`src/rhc_pkg.sv`:
```
// shared types and constants for the rgb to hsv converter
`timescale 1ns / 1ps
`default_nettype none

package rhc_pkg;

  // quotient bits, one per division cell
  localparam int unsigned QUOT_W   = 13;
  // dividend width fed to the division chain
  localparam int unsigned DVD_W    = 21;
  // divisor width (twice an 8-bit channel)
  localparam int unsigned DIV_W    = 9;
  localparam int unsigned NUM_CELLS = QUOT_W;

  // hue sector constants in degrees
  localparam logic [8:0] HUE_STEP     = 9'd60;
  localparam logic [8:0] HUE_OFF_RED  = 9'd0;
  localparam logic [8:0] HUE_OFF_GRN  = 9'd120;
  localparam logic [8:0] HUE_OFF_BLU  = 9'd240;
  localparam logic [8:0] HUE_OFF_WRAP = 9'd360;

  // one restoring division in flight
  typedef struct packed {
    logic [DIV_W-1:0]  rem;
    logic [QUOT_W-1:0] work;
    logic [DIV_W-1:0]  div;
  } lane_t;

  // everything that travels with one item down the chain
  typedef struct packed {
    lane_t      hue;
    lane_t      sat;
    logic [7:0] value;
    logic [7:0] alpha;
  } stage_t;

endpackage

`default_nettype wire

```
`src/rhc_if.sv`:
```
// valid/ready channel interfaces for rgb pixels in and hsv pixels out
`timescale 1ns / 1ps
`default_nettype none

interface rhc_rgb_if;
  logic       valid;
  logic       ready;
  logic [7:0] red_in;
  logic [7:0] green_in;
  logic [7:0] blue_in;
  logic [7:0] alpha_in;

  modport source (output valid, red_in, green_in, blue_in, alpha_in, input ready);
  modport sink   (input valid, red_in, green_in, blue_in, alpha_in, output ready);
endinterface

interface rhc_hsv_if;
  logic        valid;
  logic        ready;
  logic [8:0]  hue_deg;
  logic [12:0] saturation_q12;
  logic [7:0]  value_level;
  logic [7:0]  alpha_out;

  modport source (output valid, hue_deg, saturation_q12, value_level, alpha_out, input ready);
  modport sink   (input valid, hue_deg, saturation_q12, value_level, alpha_out, output ready);
endinterface

`default_nettype wire

```
`src/rhc_front.sv`:
```
// front stage: max, min, sector and the two dividends for the division chain
`timescale 1ns / 1ps
`default_nettype none

module rhc_front import rhc_pkg::*; (
  input  wire logic       clk,
  input  wire logic       rst,
  input  wire logic       en,
  input  wire logic       in_valid,
  input  wire logic [7:0] red,
  input  wire logic [7:0] green,
  input  wire logic [7:0] blue,
  input  wire logic [7:0] alpha,
  output stage_t          out_stage,
  output logic            out_valid
);

  logic [7:0]       mx;
  logic [7:0]       mn;
  logic [7:0]       delta;
  logic [8:0]       diff;
  logic [8:0]       off;
  logic [18:0]      num;
  logic [DVD_W-1:0] dvd_h;
  logic [DVD_W-1:0] dvd_s;
  logic [DIV_W-1:0] div_h;
  logic [DIV_W-1:0] div_s;

  always_comb begin
    mx = red;
    if (green > mx) mx = green;
    if (blue > mx) mx = blue;
    mn = red;
    if (green < mn) mn = green;
    if (blue < mn) mn = blue;
    delta = mx - mn;

    // sector priority red, green, blue; diff is signed two's complement
    if (red == mx) begin
      diff = {1'b0, green} - {1'b0, blue};
      off  = (green < blue) ? HUE_OFF_WRAP : HUE_OFF_RED;
    end else if (green == mx) begin
      diff = {1'b0, blue} - {1'b0, red};
      off  = HUE_OFF_GRN;
    end else begin
      diff = {1'b0, red} - {1'b0, green};
      off  = HUE_OFF_BLU;
    end

    // numerator is never negative, so mod 2^19 arithmetic is exact
    num = 19'(off) * 19'(delta) + 19'(HUE_STEP) * {{10{diff[8]}}, diff};

    // round half up: (2n + d) / (2d)
    dvd_h = DVD_W'({num[16:0], 1'b0}) + DVD_W'(delta);
    dvd_s = {delta, 13'd0} + DVD_W'(mx);

    // zero divisor only with zero dividend; any nonzero divisor gives 0
    div_h = (delta == 8'd0) ? 9'd2 : {delta, 1'b0};
    div_s = (mx == 8'd0) ? 9'd2 : {mx, 1'b0};
  end

  always_ff @(posedge clk) begin
    if (rst) begin
      out_valid <= 1'b0;
    end else if (en) begin
      out_valid <= in_valid;
    end
  end

  always_ff @(posedge clk) begin
    if (en) begin
      out_stage.hue.rem  <= DIV_W'(dvd_h[DVD_W-1:QUOT_W]);
      out_stage.hue.work <= dvd_h[QUOT_W-1:0];
      out_stage.hue.div  <= div_h;
      out_stage.sat.rem  <= DIV_W'(dvd_s[DVD_W-1:QUOT_W]);
      out_stage.sat.work <= dvd_s[QUOT_W-1:0];
      out_stage.sat.div  <= div_s;
      out_stage.value    <= mx;
      out_stage.alpha    <= alpha;
    end
  end

endmodule

`default_nettype wire

```
`src/rhc_cell.sv`:
```
// one division cell: a restoring step for the hue and saturation quotients
`timescale 1ns / 1ps
`default_nettype none

module rhc_cell import rhc_pkg::*; (
  input  wire logic   clk,
  input  wire logic   rst,
  input  wire logic   en,
  input  wire logic   in_valid,
  input  wire stage_t in_stage,
  output stage_t      out_stage,
  output logic        out_valid
);

  logic [DIV_W:0] sh_h;
  logic [DIV_W:0] sh_s;
  logic           ge_h;
  logic           ge_s;
  stage_t         step;

  always_comb begin
    step = in_stage;

    // shift the next dividend bit into the remainder and try the subtract
    sh_h = {in_stage.hue.rem, in_stage.hue.work[QUOT_W-1]};
    ge_h = sh_h >= {1'b0, in_stage.hue.div};
    step.hue.rem  = ge_h ? DIV_W'(sh_h - {1'b0, in_stage.hue.div}) : sh_h[DIV_W-1:0];
    step.hue.work = {in_stage.hue.work[QUOT_W-2:0], ge_h};

    sh_s = {in_stage.sat.rem, in_stage.sat.work[QUOT_W-1]};
    ge_s = sh_s >= {1'b0, in_stage.sat.div};
    step.sat.rem  = ge_s ? DIV_W'(sh_s - {1'b0, in_stage.sat.div}) : sh_s[DIV_W-1:0];
    step.sat.work = {in_stage.sat.work[QUOT_W-2:0], ge_s};
  end

  always_ff @(posedge clk) begin
    if (rst) begin
      out_valid <= 1'b0;
    end else if (en) begin
      out_valid <= in_valid;
    end
  end

  always_ff @(posedge clk) begin
    if (en) begin
      out_stage <= step;
    end
  end

endmodule

`default_nettype wire

```
`src/rgb_to_hsv_converter.sv`:
```
// rgb to hsv converter: front stage followed by a row of division cells
// an item passes the front register, then each cell register in turn
// one item per cycle unless held; the 13-cell quotient chain sets the depth
// the whole chain holds while a finished result waits for out ready
// reset clears only the valid bits; payload registers are not reset
`timescale 1ns / 1ps
`default_nettype none

module rgb_to_hsv_converter import rhc_pkg::*; (
  input wire logic  clk,
  input wire logic  rst,
  rhc_rgb_if.sink   pix_in,
  rhc_hsv_if.source pix_out
);

  stage_t stg [0:NUM_CELLS];
  logic   vld [0:NUM_CELLS];
  logic   en;

  // the chain moves unless the last cell holds a result nobody takes
  assign en           = !vld[NUM_CELLS] || pix_out.ready;
  assign pix_in.ready = en;

  rhc_front u_front (
    .clk       (clk),
    .rst       (rst),
    .en        (en),
    .in_valid  (pix_in.valid),
    .red       (pix_in.red_in),
    .green     (pix_in.green_in),
    .blue      (pix_in.blue_in),
    .alpha     (pix_in.alpha_in),
    .out_stage (stg[0]),
    .out_valid (vld[0])
  );

  for (genvar i = 0; i < NUM_CELLS; i++) begin : g_cell
    rhc_cell u_cell (
      .clk       (clk),
      .rst       (rst),
      .en        (en),
      .in_valid  (vld[i]),
      .in_stage  (stg[i]),
      .out_stage (stg[i+1]),
      .out_valid (vld[i+1])
    );
  end

  assign pix_out.valid          = vld[NUM_CELLS];
  assign pix_out.hue_deg        = stg[NUM_CELLS].hue.work[8:0];
  assign pix_out.saturation_q12 = stg[NUM_CELLS].sat.work;
  assign pix_out.value_level    = stg[NUM_CELLS].value;
  assign pix_out.alpha_out      = stg[NUM_CELLS].alpha;

endmodule

`default_nettype wire

```
`src/flat_wrapper.sv`:
```
// flat-port wrapper written by rule: the top's interface ports become plain ports
module rgb_to_hsv_converter_flat import rhc_pkg::*;
  (clk, rst, pix_in_valid, pix_in_red_in, pix_in_green_in, pix_in_blue_in, pix_in_alpha_in, pix_in_ready, pix_out_valid, pix_out_hue_deg, pix_out_saturation_q12, pix_out_value_level, pix_out_alpha_out, pix_out_ready);
  rhc_rgb_if pix_in_i ();
  rhc_hsv_if pix_out_i ();
  input wire logic clk;
  input wire logic rst;
  input wire logic [$bits(pix_in_i.valid)-1:0] pix_in_valid;
  input wire logic [$bits(pix_in_i.red_in)-1:0] pix_in_red_in;
  input wire logic [$bits(pix_in_i.green_in)-1:0] pix_in_green_in;
  input wire logic [$bits(pix_in_i.blue_in)-1:0] pix_in_blue_in;
  input wire logic [$bits(pix_in_i.alpha_in)-1:0] pix_in_alpha_in;
  output wire logic [$bits(pix_in_i.ready)-1:0] pix_in_ready;
  output wire logic [$bits(pix_out_i.valid)-1:0] pix_out_valid;
  output wire logic [$bits(pix_out_i.hue_deg)-1:0] pix_out_hue_deg;
  output wire logic [$bits(pix_out_i.saturation_q12)-1:0] pix_out_saturation_q12;
  output wire logic [$bits(pix_out_i.value_level)-1:0] pix_out_value_level;
  output wire logic [$bits(pix_out_i.alpha_out)-1:0] pix_out_alpha_out;
  input wire logic [$bits(pix_out_i.ready)-1:0] pix_out_ready;
  assign pix_in_i.valid = pix_in_valid;
  assign pix_in_i.red_in = pix_in_red_in;
  assign pix_in_i.green_in = pix_in_green_in;
  assign pix_in_i.blue_in = pix_in_blue_in;
  assign pix_in_i.alpha_in = pix_in_alpha_in;
  assign pix_in_ready = pix_in_i.ready;
  assign pix_out_valid = pix_out_i.valid;
  assign pix_out_hue_deg = pix_out_i.hue_deg;
  assign pix_out_saturation_q12 = pix_out_i.saturation_q12;
  assign pix_out_value_level = pix_out_i.value_level;
  assign pix_out_alpha_out = pix_out_i.alpha_out;
  assign pix_out_i.ready = pix_out_ready;
  rgb_to_hsv_converter u_core (.clk(clk), .rst(rst), .pix_in(pix_in_i), .pix_out(pix_out_i));
endmodule
```
`config.mk`:
```
export PLATFORM = sky130hd
export DESIGN_NAME = rgb_to_hsv_converter_flat
export DESIGN_NICKNAME = d
export VERILOG_FILES = /design/src/rhc_pkg.sv /design/src/rhc_if.sv /design/src/rhc_front.sv /design/src/rhc_cell.sv /design/src/rgb_to_hsv_converter.sv /design/src/flat_wrapper.sv
export SDC_FILE = /design/constraint.sdc
export NUM_CORES = 1
export LEC_CHECK = 0
export BUFFER_PORTS_ARGS = -buffer_cell sky130_fd_sc_hd__buf_2
export CORE_AREA = 5 5 350 283
export CTS_CLUSTER_DIAMETER = 30
export DETAILED_ROUTE_END_ITERATION = 8
export DIE_AREA = 0 0 355 288
export GPL_ROUTABILITY_DRIVEN = 0
export PLACE_DENSITY = 0.67
export SETUP_SLACK_MARGIN = 0.05
export SKIP_LAST_GASP = 1
export SYNTH_ARGS = -nofsm -noshare
export SYNTH_HDL_FRONTEND = slang
export SYNTH_SLANG_ARGS = --single-unit
```
`constraint.sdc`:
```
create_clock -name clk -period 39 [get_ports clk]
set_clock_uncertainty 0.15 [all_clocks]
set_input_delay 7.8 -clock clk [delete_from_list [all_inputs] [get_ports clk]]
set_output_delay 7.8 -clock clk [all_outputs]
set_load 0.05 [all_outputs]
```
==> results.json <==
{
  "grt_max_degree": 190,
  "cts_inserted_buffers": 171,
  "antennaDiodeCount": 0,
  "clockRootBuffer": "clkbuf_16",
  "synthSimpleGateAreaFrac": 0.0661,
  "reg2reg_depth": 7,
  "core_um2": 95600,
  "reg2reg_from": "u_core.g_cell[12].u_cell.out_valid",
  "ys_seq_elements": 888,
  "syn_avg_cell_area_um2": 13.8,
  "drtPass1Iterations": 6,
  "cts_tree": "built",
  "critPathLaunchType": "input port",
  "initial_core_util": 0.444,
  "routedWlPerCell_um": 14.4,
  "drive_gt1_frac": 0.136,
  "ioPinCount": 76,
  "vias_per_cell": 4.92,
  "multi_input_area_um2": 14300,
  "synth_xor_area_frac": 0.0400,
  "final_common_cell": "edfxtp_1",
  "finalWirelength_um": 67800,
  "fin_crit_ps": 17630,
  "end_kind": "flip-flop",
  "final_nets": 3726,
  "dpl.hpwl_um": 46000,
  "hold_viol": 0,
  "postRouteAntennaNets": 0,
  "grt_overflow": 0,
  "r2r-end": "u_core.g_cell[9].u_cell.out_stage[72]",
  "synthFlopType": "edfxtp_1",
  "max_slew_margin": 0.270,
  "clockBufferDepth": 3,
  "clk_pin_slew_ps": 40,
  "yosys-top-cells-area": "edfxtp_1 62%, ha_1 8.9%, fa_1 3.7%",
  "synth-seq-area-share": 0.625,
  "antenna_found_initial": 0,
  "htreeDepth": 4,
  "vias": 23100,
  "area_growth_pct": 18.7,
  "worstPathRequired_ps": 39310,
  "clk_latency_ps": 720,
  "synthArstFlopShare": 0,
  "rsz0062_at_grt": "false",
  "io_buffers": 75,
  "cp.arrival_ps": 17940,
  "rows": 102,
  "die_w_um": 355,
  "setup_viol": 0,
  "synth_area_um2": 42400,
  "synth-edff-count": 874,
  "cp-endpoint": "u_core.u_front.out_stage[73]",
  "grt_pass1_wl_um": 115000,
  "path_max_fanout": 26,
  "fin_crit_sh": 0.452,
  "layout_common_cells": "874 x edfxtp_1, 390 x inv_1, 302 x ha_1",
  "status": "finished, final reports clean",
  "fill_cells": 7776,
  "postCtsHoldBufs": 0,
  "regArea_um2": 26500,
  "die_height_um": 288,
  "drc_errors": 0,
  "max_freq_mhz": 56.7,
  "synth_top_cell_by_area": "edfxtp_1",
  "numClockSinks": 888,
  "worst_slew_pin_slew_ps": 1100,
  "gr-usage-all-layers": 0.136,
  "hp-class": "flip-flop to flip-flop",
  "synth_top_family_by_area": "adder cells",
  "synth_compound_area_frac": 0.0791,
  "cts_resized": 0,
  "syn_inst": 3081,
  "drv_cap": 0,
  "finalSetupTns_ps": 0,
  "die_area_um2": 102000,
  "cp-startpoint": "pix_in_green_in[6]",
  "syn-num-nets": 3497,
  "slowest_stage": "a2bb2oi_4",
  "grt_pass1_vias": 24000,
  "synth_fa_ha_area_frac": 0.126,
  "drv_slew": 0,
  "yosysUniqueCellTypes": 69,
  "yosys_warnings": 0,
  "synth_top_area_frac": 0.619,
  "crit_type": "input port to flip-flop",
  "synthMuxAreaShare": 0.0256,
  "r2r_slack_ps": 34090,
  "post_cts_buffers": 0,
  "critPathMaxStageDelay_ps": 580,
  "drt_iter0_drc": 1301
}
-- flip-flops by register name, indices dropped and copies added, names as in the netlist --
register	count
u_core.u_front.out_stage	56
u_core.g_cell.u_cell.out_stage	818
u_core.g_cell.u_cell.out_valid	13
u_core.u_front.out_valid	1
-- worst max-delay path: cells and delay by family --
family                     cells  cell delay, ps
adders and majority gates     10            4280
and+or+nand+nor                4             840
muxes                          2             520
buffers and inverters          7             490
xor gates and xnor gates       3             530
AOI/OAI and AO/OA             13            3480
-- cell type report --
class | count | share of cell area
Timing Repair Buffer | 87 | 0.00974
Tap cell | 1248 | 0.0310
Inverter | 391 | 0.0293
Clock inverter | 124 | 0.0322
Sequential cell | 888 | 0.527
Clock buffer | 190 | 0.0870
Multi-Input combinational cell | 1771 | 0.284
-- Yosys cell counts, drive strengths merged (3+ instances only) --
cell,instances
a21oi,210
nand3b,7
inv,391
a21boi,15
edfxtp,874
and3,3
fa,78
a311oi,4
a211o,5
clkbuf,26
or3,5
o21a,16
o32ai,3
nand2,93
dfxtp,14
nand2b,73
nor4,3
ha,302
and2,12
nand3,16
o41a,6
xnor2,129
nand4,49
xor2,63
or4,3
mux2,73
buf,5
o41ai,6
or2,5
o21bai,9
a211oi,7
a31oi,7
o21ai,108
nor2b,82
nor2,201
mux2i,26
nor3,9
o211a,4
o31ai,23
a21o,100
-- how the worst min path moves through the flow --
stage | cells after the start | from | to | slack (ps)
after CTS | 0 | u_core.g_cell[5].u_cell.out_stage[64] | u_core.g_cell[6].u_cell.out_stage[65] | 240
final | 0 | u_core.g_cell[0].u_cell.out_stage[67] | u_core.g_cell[1].u_cell.out_stage[68] | 250
after global placement | 0 | u_core.g_cell[9].u_cell.out_stage[26] | u_core.g_cell[10].u_cell.out_stage[27] | 250
after global routing | 0 | u_core.g_cell[0].u_cell.out_stage[67] | u_core.g_cell[1].u_cell.out_stage[68] | 240
after floorplan | 0 | u_core.u_front.out_stage[0] | u_core.g_cell[0].u_cell.out_stage[0] | 250
after detailed placement | 0 | u_core.u_front.out_stage[62] | u_core.g_cell[0].u_cell.out_stage[63] | 250
-- kinds of logic after synthesis --
| group | after synthesis |
|---|---|
| multiplexers | 99 |
| buffers and inverters | 422 |
| flip-flops | 888 |
| adder cells (fa/ha/maj) | 381 |
| AND/OR/NAND/NOR | 565 |
| AO/OA/AOI/OAI | 534 |
| XOR/XNOR | 192 |
-- metal layers --
| layer | vias up | global-route usage | routed length (um) |
|---|---|---|---|
| li1 | 11600 | - | - |
| met1 | 11000 | 0.172 | 30600 |
| met2 | 422 | 0.226 | 32200 |
| met3 | 138 | 0.0370 | 3340 |
| met4 | 0 | 0.0495 | 1650 |
| met5 | - | 0 | 0 |
-- metrics by stage --
stage,area (um2),setup slack [ps],std cells,utilization,hold slack [ps]
after global routing,50400,20720,4699,0.527,241
after CTS,50400,21460,4699,0.527,240
after global placement,44400,21000,4385,0.464,251
after detailed placement,44400,20740,4385,0.464,255
after floorplan,42400,11880,3081,-,250
final,50400,21370,4699,0.527,248
Power is not shown: default switching activity piles up to over one toggle a cycle in this logic, so the estimate is an artifact.
